**src/hdl/ulbc_pkg.sv**
```systemverilog
`default_nettype none

package ulbc_pkg;

    // store sizes
    localparam int TX_DEPTH = 256;
    localparam int RX_DEPTH = 128;
    localparam int TX_AW    = (TX_DEPTH > 1) ? $clog2(TX_DEPTH) : 1;
    localparam int RX_AW    = (RX_DEPTH > 1) ? $clog2(RX_DEPTH) : 1;

    // limits as 9-bit values for compares against counts and indexes
    localparam logic [8:0] TX_DEPTH_W = 9'(TX_DEPTH);
    localparam logic [8:0] RX_DEPTH_W = 9'(RX_DEPTH);
    localparam logic [8:0] RX_LAST_W  = 9'(RX_DEPTH - 1);

    // line terminators and the closing zero
    localparam logic [7:0] CH_LF  = 8'h0A;
    localparam logic [7:0] CH_CR  = 8'h0D;
    localparam logic [7:0] CH_NUL = 8'h00;

    // item kinds
    typedef enum logic [2:0] {
        KIND_TX_FILL   = 3'd0,
        KIND_TX_START  = 3'd1,
        KIND_TX_READY  = 3'd2,
        KIND_RX_ARM    = 3'd3,
        KIND_RX_BYTE   = 3'd4,
        KIND_ERR_RESET = 3'd5,
        KIND_RX_READ   = 3'd6
    } t_kind;

    // receive phase
    typedef enum logic [1:0] {
        PH_IDLE  = 2'd0,
        PH_BUSY  = 2'd1,
        PH_ERROR = 2'd2
    } t_phase;

    // receive error codes
    typedef enum logic [2:0] {
        ERR_NONE    = 3'd0,
        ERR_OVERRUN = 3'd1,
        ERR_FRAMING = 3'd2,
        ERR_PARITY  = 3'd3,
        ERR_NOISE   = 3'd4
    } t_err;

    // input beat
    typedef struct packed {
        logic [2:0] kind;
        logic [7:0] index;
        logic [7:0] data_byte;
        logic [8:0] tx_length;
        logic       err_overrun;
        logic       err_framing;
        logic       err_noise;
        logic       err_parity;
    } t_in;

    // output beat
    typedef struct packed {
        logic       rejected;
        logic       tx_valid;
        logic [7:0] tx_byte;
        logic       tx_busy;
        logic [1:0] rx_mode;
        logic [2:0] error_code;
        logic       line_done;
        logic [7:0] line_length;
        logic       rx_overflow;
        logic [7:0] read_data;
    } t_out;

    // result waiting for store read data
    typedef struct packed {
        logic       rejected;
        logic       tx_valid;
        logic       tx_busy;
        logic [1:0] rx_mode;
        logic [2:0] error_code;
        logic       line_done;
        logic [7:0] line_length;
        logic       rx_overflow;
        logic       rd_sel;
        logic       rd_zero;
    } t_stage;

endpackage

`default_nettype wire

```
**src/hdl/uart_line_buffer_controller.sv**
```systemverilog
`default_nettype none

// channel   direction  handshake                  beat
// in        sink       i_in_valid / o_in_stall    i_in  (t_in)
// out       source     o_out_valid / i_out_stall  o_out (t_out)
//
// one beat per cycle sustained while i_out_stall stays low; each result passes
// the registered store read and then the output register.
// synchronous active-low reset clears the control state except r_nul_addr; the
// stores hold garbage until written.
// o_in_stall rises only when the read stage is full and the output register
// is held by i_out_stall; store read data stays put while stalled.
module uart_line_buffer_controller
    import ulbc_pkg::*;
(
    input  wire logic i_clk,
    input  wire logic i_rst_n,
    input  wire logic i_in_valid,
    output logic      o_in_stall,
    input  wire t_in  i_in,
    output logic      o_out_valid,
    input  wire logic i_out_stall,
    output t_out      o_out
);

    // control and scalar state
    logic [8:0]       r_tx_count,  n_tx_count;
    logic [8:0]       r_tx_pos,    n_tx_pos;
    logic             r_tx_active, n_tx_active;
    logic [7:0]       r_line_pos,  n_line_pos;
    t_phase           r_rx_phase,  n_rx_phase;
    t_err             r_last_err,  n_last_err;
    logic             r_nul_pend,  n_nul_pend;
    logic [RX_AW-1:0] r_nul_addr,  n_nul_addr;

    // pipeline registers
    logic   r_s1_valid, n_s1_valid;
    t_stage r_s1,       n_s1;
    logic   r_out_valid;
    t_out   r_out,      n_out;

    // store ports
    logic             tx_we, tx_re;
    logic [TX_AW-1:0] tx_waddr, tx_raddr;
    logic [7:0]       tx_rdata;
    logic             rx_we, rx_re;
    logic [RX_AW-1:0] rx_waddr, rx_raddr;
    logic [7:0]       rx_wdata, rx_rdata;

    logic acc, s1_adv, any_err;

    assign s1_adv     = !r_out_valid || !i_out_stall;
    assign o_in_stall = r_s1_valid && !s1_adv;
    assign acc        = i_in_valid && !o_in_stall;
    assign any_err    = i_in.err_overrun || i_in.err_framing
                     || i_in.err_parity || i_in.err_noise;

    ulbc_ram #(.WIDTH(8), .DEPTH(TX_DEPTH)) u_tx_ram (
        .i_clk   (i_clk),
        .i_we    (tx_we),
        .i_waddr (tx_waddr),
        .i_wdata (i_in.data_byte),
        .i_re    (tx_re),
        .i_raddr (tx_raddr),
        .o_rdata (tx_rdata)
    );

    ulbc_ram #(.WIDTH(8), .DEPTH(RX_DEPTH)) u_rx_ram (
        .i_clk   (i_clk),
        .i_we    (rx_we),
        .i_waddr (rx_waddr),
        .i_wdata (rx_wdata),
        .i_re    (rx_re),
        .i_raddr (rx_raddr),
        .o_rdata (rx_rdata)
    );

    // item decode, state update and store access
    always_comb begin
        n_tx_count  = r_tx_count;
        n_tx_pos    = r_tx_pos;
        n_tx_active = r_tx_active;
        n_line_pos  = r_line_pos;
        n_rx_phase  = r_rx_phase;
        n_last_err  = r_last_err;
        n_nul_pend  = 1'b0;
        n_nul_addr  = r_nul_addr;

        tx_we    = 1'b0;
        tx_waddr = i_in.index[TX_AW-1:0];
        tx_re    = 1'b0;
        tx_raddr = r_tx_pos[TX_AW-1:0];
        rx_re    = 1'b0;
        rx_raddr = i_in.index[RX_AW-1:0];

        // pending zero byte goes out unless a received byte wins the port
        rx_we    = r_nul_pend;
        rx_waddr = r_nul_addr;
        rx_wdata = CH_NUL;

        n_s1          = '0;
        n_s1.rejected = 1'b0;

        if (acc) begin
            case (i_in.kind)
                KIND_TX_FILL: begin
                    if ({1'b0, i_in.index} < TX_DEPTH_W) begin
                        tx_we = 1'b1;
                    end
                end
                KIND_TX_START: begin
                    if (r_tx_active) begin
                        n_s1.rejected = 1'b1;
                    end else begin
                        n_tx_active = 1'b1;
                        n_tx_count  = (i_in.tx_length > TX_DEPTH_W) ? TX_DEPTH_W
                                                                     : i_in.tx_length;
                        n_tx_pos    = '0;
                    end
                end
                KIND_TX_READY: begin
                    if (r_tx_active) begin
                        if (r_tx_pos < r_tx_count && r_tx_pos < TX_DEPTH_W) begin
                            tx_re         = 1'b1;
                            n_s1.tx_valid = 1'b1;
                            n_tx_pos      = r_tx_pos + 9'd1;
                        end else begin
                            n_tx_active = 1'b0;
                        end
                    end
                end
                KIND_RX_ARM: begin
                    if (r_rx_phase != PH_IDLE) begin
                        n_s1.rejected = 1'b1;
                    end else begin
                        n_rx_phase = PH_BUSY;
                        n_line_pos = '0;
                    end
                end
                KIND_RX_BYTE: begin
                    if (r_rx_phase == PH_BUSY) begin
                        if (any_err) begin
                            n_rx_phase = PH_ERROR;
                            if (i_in.err_overrun) begin
                                n_last_err = ERR_OVERRUN;
                            end else if (i_in.err_framing) begin
                                n_last_err = ERR_FRAMING;
                            end else if (i_in.err_parity) begin
                                n_last_err = ERR_PARITY;
                            end else begin
                                n_last_err = ERR_NOISE;
                            end
                        end else begin
                            n_last_err = ERR_NONE;
                            if ({1'b0, r_line_pos} < RX_LAST_W) begin
                                rx_we      = 1'b1;
                                rx_waddr   = r_line_pos[RX_AW-1:0];
                                rx_wdata   = i_in.data_byte;
                                n_line_pos = r_line_pos + 8'd1;
                                // terminator: close the line with a zero next cycle
                                if (i_in.data_byte == CH_LF || i_in.data_byte == CH_CR) begin
                                    n_nul_pend     = 1'b1;
                                    n_nul_addr     = n_line_pos[RX_AW-1:0];
                                    n_rx_phase     = PH_IDLE;
                                    n_s1.line_done = 1'b1;
                                end
                            end else begin
                                n_rx_phase       = PH_IDLE;
                                n_s1.rx_overflow = 1'b1;
                            end
                        end
                    end
                end
                KIND_ERR_RESET: begin
                    if (r_rx_phase == PH_ERROR) begin
                        n_rx_phase = PH_BUSY;
                        n_last_err = ERR_NONE;
                        n_line_pos = '0;
                    end
                end
                KIND_RX_READ: begin
                    if ({1'b0, i_in.index} < RX_DEPTH_W) begin
                        rx_re        = 1'b1;
                        n_s1.rd_sel  = 1'b1;
                        // zero byte being written this cycle is forwarded
                        n_s1.rd_zero = r_nul_pend && (rx_raddr == r_nul_addr);
                    end
                end
                default: begin
                end
            endcase
        end

        n_s1.tx_busy     = n_tx_active;
        n_s1.rx_mode     = n_rx_phase;
        n_s1.error_code  = n_last_err;
        n_s1.line_length = n_line_pos;

        n_s1_valid = acc ? 1'b1 : (s1_adv ? 1'b0 : r_s1_valid);
    end

    // merge store data into the result
    always_comb begin
        n_out             = '0;
        n_out.rejected    = r_s1.rejected;
        n_out.tx_valid    = r_s1.tx_valid;
        n_out.tx_byte     = r_s1.tx_valid ? tx_rdata : 8'd0;
        n_out.tx_busy     = r_s1.tx_busy;
        n_out.rx_mode     = r_s1.rx_mode;
        n_out.error_code  = r_s1.error_code;
        n_out.line_done   = r_s1.line_done;
        n_out.line_length = r_s1.line_length;
        n_out.rx_overflow = r_s1.rx_overflow;
        n_out.read_data   = (r_s1.rd_sel && !r_s1.rd_zero) ? rx_rdata : 8'd0;
    end

    // state registers
    always_ff @(posedge i_clk) begin
        if (!i_rst_n) begin
            r_tx_count  <= '0;
            r_tx_pos    <= '0;
            r_tx_active <= 1'b0;
            r_line_pos  <= '0;
            r_rx_phase  <= PH_IDLE;
            r_last_err  <= ERR_NONE;
            r_nul_pend  <= 1'b0;
            r_s1_valid  <= 1'b0;
            r_out_valid <= 1'b0;
        end else begin
            r_tx_count  <= n_tx_count;
            r_tx_pos    <= n_tx_pos;
            r_tx_active <= n_tx_active;
            r_line_pos  <= n_line_pos;
            r_rx_phase  <= n_rx_phase;
            r_last_err  <= n_last_err;
            r_nul_pend  <= n_nul_pend;
            r_s1_valid  <= n_s1_valid;
            if (s1_adv) begin
                r_out_valid <= r_s1_valid;
            end
        end
    end

    // payload registers
    always_ff @(posedge i_clk) begin
        r_nul_addr <= n_nul_addr;
        if (acc) begin
            r_s1 <= n_s1;
        end
        if (s1_adv && r_s1_valid) begin
            r_out <= n_out;
        end
    end

    assign o_out_valid = r_out_valid;
    assign o_out       = r_out;

endmodule

`default_nettype wire

```
**src/hdl/ulbc_ram.sv**
```systemverilog
`default_nettype none

module ulbc_ram #(
    parameter int WIDTH = 8,
    parameter int DEPTH = 256
) (
    input  wire logic                                    i_clk,
    input  wire logic                                    i_we,
    input  wire logic [((DEPTH > 1) ? $clog2(DEPTH) : 1)-1:0] i_waddr,
    input  wire logic [WIDTH-1:0]                        i_wdata,
    input  wire logic                                    i_re,
    input  wire logic [((DEPTH > 1) ? $clog2(DEPTH) : 1)-1:0] i_raddr,
    output logic      [WIDTH-1:0]                        o_rdata
);

    logic [WIDTH-1:0] r_mem [DEPTH];
    logic [WIDTH-1:0] r_rdata;

    // one write port, one registered read port
    always_ff @(posedge i_clk) begin
        if (i_we) begin
            r_mem[i_waddr] <= i_wdata;
        end
        if (i_re) begin
            r_rdata <= r_mem[i_raddr];
        end
    end

    assign o_rdata = r_rdata;

endmodule

`default_nettype wire

```
**config.mk**
```make
export PLATFORM = sky130hd
export DESIGN_NAME = uart_line_buffer_controller
export DESIGN_NICKNAME = d
export VERILOG_FILES = /design/src/hdl/ulbc_pkg.sv /design/src/hdl/uart_line_buffer_controller.sv /design/src/hdl/ulbc_ram.sv
export SDC_FILE = /design/constraint.sdc
export NUM_CORES = 2
export LEC_CHECK = 0
export ABC_AREA = 1
export BUFFER_PORTS_ARGS = -buffer_cell sky130_fd_sc_hd__buf_2
export CORE_UTILIZATION = 30
export DETAILED_ROUTE_END_ITERATION = 7
export GPL_ROUTABILITY_DRIVEN = 0
export PLACE_DENSITY = 0.48
export SYNTH_ARGS = -nofsm -noshare
export SYNTH_HDL_FRONTEND = slang
export SYNTH_SLANG_ARGS = --single-unit
```
**constraint.sdc**
```tcl
create_clock -name i_clk -period 7 [get_ports i_clk]
set_input_delay 0.7 -clock i_clk [delete_from_list [all_inputs] [get_ports i_clk]]
set_output_delay 0.7 -clock i_clk [all_outputs]
set_load 0.01 [all_outputs]
```
==> metrics.log <==
[metrics] status: complete, no violations
[metrics] setup repair after global routing missed its margin: no
[metrics] simple logic cell fraction of the synthesized area: 16.73%
[metrics] global-route wire length before repair: approximately 570 mm
[metrics] count of unresolved DRC violations after routing: 0
[metrics] Highest Clock Rate: between 0.2 and 0.25 GHz
[metrics] library cell occupying the most area in the post-synthesis netlist: sky130_fd_sc_hd__edfxtp_1
[metrics] setup TNS after final layout: 0 ns
[metrics] Static Leak: 55.36 nW
[metrics] number of slew-limit violations in the final report: 0
[metrics] met1 Resource Use GR: between 20% and 30%
[metrics] post-synthesis instance total: between 10,000 and 15,000
[metrics] Antenna Nets Post-Route: 0
[metrics] crit end category: register
[metrics] TritonCTS sink count: about 3,200
[metrics] ranking of synthesized cells by instance count: sky130_fd_sc_hd__edfxtp_1 (3,149), sky130_fd_sc_hd__nand2_1 (3,099), sky130_fd_sc_hd__nor2_1 (1,413)
[metrics] Net Count, Synth: approximately 11,000
[metrics] number of enable flip-flop cells after synthesis: 3,149
[metrics] DIE AREA: approximately 440,000 sq um
[metrics] required time worst endpoint: 7.54 ns
[metrics] CTS Root Buffer Type: sky130_fd_sc_hd__clkbuf_16
[metrics] maximum number of pins on one net before global-route repair: between 150 and 200
[metrics] met2 capacity usage during global routing: between 20 and 30%
[metrics] final number of setup-violating endpoints: 0
[metrics] worst-skew pair later-pin latency: between 0.9 and 1 ns
[metrics] via count of the first global-routing pass: roughly 80,000
[metrics] share of the synthesized area in compound gates (AO/OA/AOI/OAI): under 10%
[metrics] First DRT Iteration DRCs: 7,989
[metrics] reg-to-reg setup timing slack: between 2 and 2.5 ns
[metrics] buffer depth of the longest clock path: 4
[metrics] cell count of the worst hold path: 3
[metrics] number of failing hold endpoints at the final stage: 0
[metrics] startpoint of the worst register-to-register path: o_out_valid$_SDFFE_PN0N_
[metrics] met3 Resource Use GR: between 2 and 2.5%
[metrics] Maximum Capacitance Violations: 0
[metrics] ys flop type: sky130_fd_sc_hd__edfxtp_1
[metrics] cell area after layout: 147,900 sq um
[metrics] clock transition at the register clock pins on the worst setup and hold paths after CTS: 0.06 ns
[metrics] fraction of layout cells with a size suffix above 1: 7.266%
[metrics] Fin Clk Skew: roughly 0.064 ns
[metrics] cell area after synthesis: between 100,000 and 150,000 sq um
[metrics] vertical die dimension: about 660 um
[metrics] core region area: approximately 430,000 sq um
[metrics] clock tree from TritonCTS: done
[metrics] worst setup slack before clock tree synthesis: 1.867 ns
[metrics] count of input and output buffers: 71
[metrics] effective utilization at floorplan: between 30% and 40%
[metrics] xor/xnor share of the synthesized area: 0.09447%
[metrics] Worst Hold Path EP: r_tx_count[7]$_SDFFE_PN0P_
[metrics] Synth Area per Inst: around 12 sq um
[metrics] Net count, final: around 11,000
[metrics] worst hold-check slack: 0.06701 ns
[metrics] startpoint kind of the worst setup timing path: input port
[metrics] reg2reg end: u_tx_ram.r_mem[246][1]$_DFFE_PP_
[metrics] arithmetic-cell share of the synthesized area counting full adders, half adders and majority gates: 0.09639%
[metrics] number of library cell types mapped by synthesis: 47
[metrics] Worst Max-Slew Pin Slew: ~1.4 ns
[metrics] Vias: 82,490
[metrics] post-CTS setup buffers: 0
[metrics] Syn. warnings: 0
[metrics] combinational family with the most area after synthesis: simple AND/OR/NAND/NOR gates
[metrics] P per Cell Area: about 270 nW/um^2
[metrics] count leader, synth: sky130_fd_sc_hd__edfxtp_1
[metrics] number of rows created at floorplan: roughly 240
[metrics] path category of the worst min-delay check: input port to register
[metrics] power after layout: roughly 40 mW
[metrics] cell types with the largest area share after synthesis: sky130_fd_sc_hd__edfxtp_1 (73%), sky130_fd_sc_hd__nand2_1 (9.0%), sky130_fd_sc_hd__nor2_1 (4.1%)
[metrics] total routed wirelength: slightly below 400 mm
[metrics] post-synthesis mux area share: 0%
[metrics] Final HPWL DP: between 200 and 250 mm
[metrics] initial antenna violation count: 28
[metrics] global route hottest layer: met2
[metrics] Worst Path Max Fanout: 16
[metrics] grt total ovfl: 0
[metrics] Worst R2R Path Depth: 10
[metrics] maximum resistive drop on vdd: around 210 uV
[metrics] fraction of registers with async set/reset: 0%
[metrics] Slew headroom: under 10%
[metrics] IO Pins: just over 70
[metrics] startpoint of the worst hold path: i_in[11]
[metrics] fraction of synthesized cell area taken by the top area cell type: 72.85%
[metrics] Layout Area Growth over Synthesis: 13.91%
[metrics] GRT Overall Usage: between 10% and 20%
[metrics] H-tree levels: 5
[metrics] number of synthesized register bits: approximately 3,200
[metrics] startpoint-to-endpoint class of the critical path: input port to register
[metrics] routed via count divided by cell count: a little under 5
[metrics] first-pass detailed-route iteration total: 6
[metrics] number of buffers created by CTS: about 350
[metrics] minimum setup slack in the final design: about 2.2 ns
[metrics] floorplan die width: approximately 660 um
[metrics] post-placement cell area: approximately 140,000 sq um
[metrics] portion of the post-synthesis area used by sequential elements: between 70 and 80%
[metrics] min cycle time layout: ~4.8 ns
[metrics] Final period util: around two thirds
[metrics] average detailed-routed wire length per instance: ~23 um
[metrics] CP arrival: 5.34 ns
## per-layer routing
metal  share of wire [%]  wire [um]  up-vias
met3                 5.6      21790      513
met4                 2.4       9299        4
met5              0.0054         21        -
met2                  46     181400     2308
li1                    -          -    38370
met1                  46     178000    41290
## timing repair
| item | in CTS | in global routing |
|---|---|---|
| hold buffers | 8 | 0 |
| hold endpoints to repair | 8 | 0 |
| resized for setup | 0 | 0 |
## report_power, final
group | leakage [nW] | internal [mW] | switching (mW) | total [mW]
logic | 18.5 | 0.232 | 1.02 | 1.25
clock network | 5.49 | 10.6 | 7.70 | 18.3
registers | 31.3 | 20.9 | 0.0233 | 20.9
total | 55.4 | 31.7 | 8.74 | 40.4
## layout by cell type, fill, tap and decap left out, drive strengths merged, types with 110 or more instances in the layout
cell type / netlist / routed
edfxtp: 3149 / 3149
nand2: 3117 / 3117
nor2: 1426 / 1426
nand3: 746 / 746
inv: 696 / 708
o21ai: 575 / 575
clkbuf: 374 / 435
a22oi: 434 / 434
buf: 246 / 216
clkinv: 5 / 145
a21oi: 110 / 110
## kinds of logic after synthesis
logic type / after synthesis
compound gates: 1203
xor+xnor: 14
flops: 3184
simple gates: 5405
fa+ha+maj: 10
buf+inv: 1321
## through the flow
stage / util, % / instances
3_3_place_gp: 31.68 / 16440
2_1_floorplan: - / 11140
4_1_cts: 34.31 / 17080
3_5_place_dp: 31.68 / 16440
5_1_grt: 34.31 / 17080
6_report: 34.31 / 17090
## state kept, by name, indices dropped and copies added, names as in the netlist, 2 cells and up
name,cells
u_tx_ram.o_rdata,8
r_last_err,3
r_line_pos,8
r_s1,2
r_tx_pos,9
r_tx_count,9
u_tx_ram.r_mem,2048
o_out,34
r_nul_addr,7
n_out,18
u_rx_ram.o_rdata,8
r_rx_phase,2
u_rx_ram.r_mem,1024
## worst max-delay path, stage by stage
cell and delay (ns):
sky130_fd_sc_hd__dlygate4sd3_1 0.53, sky130_fd_sc_hd__buf_2 0.12, sky130_fd_sc_hd__nand2_1 0.07, sky130_fd_sc_hd__inv_1 0.08
sky130_fd_sc_hd__nand2_1 0.10, sky130_fd_sc_hd__nand2_1 0.06, sky130_fd_sc_hd__buf_4 0.20, sky130_fd_sc_hd__inv_1 0.10
sky130_fd_sc_hd__nand3_1 0.28, sky130_fd_sc_hd__nor2_1 1.15, sky130_fd_sc_hd__nand2_1 0.94, sky130_fd_sc_hd__nor2_1 0.93
## worst max path at each step
stage | startpoint | end | depth (start not counted)
5_1_grt | i_out_stall | u_tx_ram.r_mem[246][1]$_DFFE_PP_ | 12
3_3_place_gp | i_out_stall | u_tx_ram.r_mem[246][3]$_DFFE_PP_ | 11
2_1_floorplan | i_out_stall | u_rx_ram.r_mem[0][0]$_DFFE_PP_ | 7
3_5_place_dp | i_out_stall | u_tx_ram.r_mem[246][3]$_DFFE_PP_ | 11
4_1_cts | i_out_stall | u_tx_ram.r_mem[246][6]$_DFFE_PP_ | 12
6_report | i_out_stall | u_tx_ram.r_mem[246][1]$_DFFE_PP_ | 12
## area by class of cell
type | instances | area (sq um)
Tap cell | 5710 | 7144
Timing Repair Buffer | 224 | 1979
Antenna cell | 9 | 22.52
Multi-Input combinational cell | 6632 | 29530
Fill cell | 42560 | 283000
Clock inverter | 192 | 1996
Sequential cell | 3184 | 95270
Inverter | 701 | 2666
Clock buffer | 435 | 9244
No activity file was read; power rests on OpenSTA's default activity.
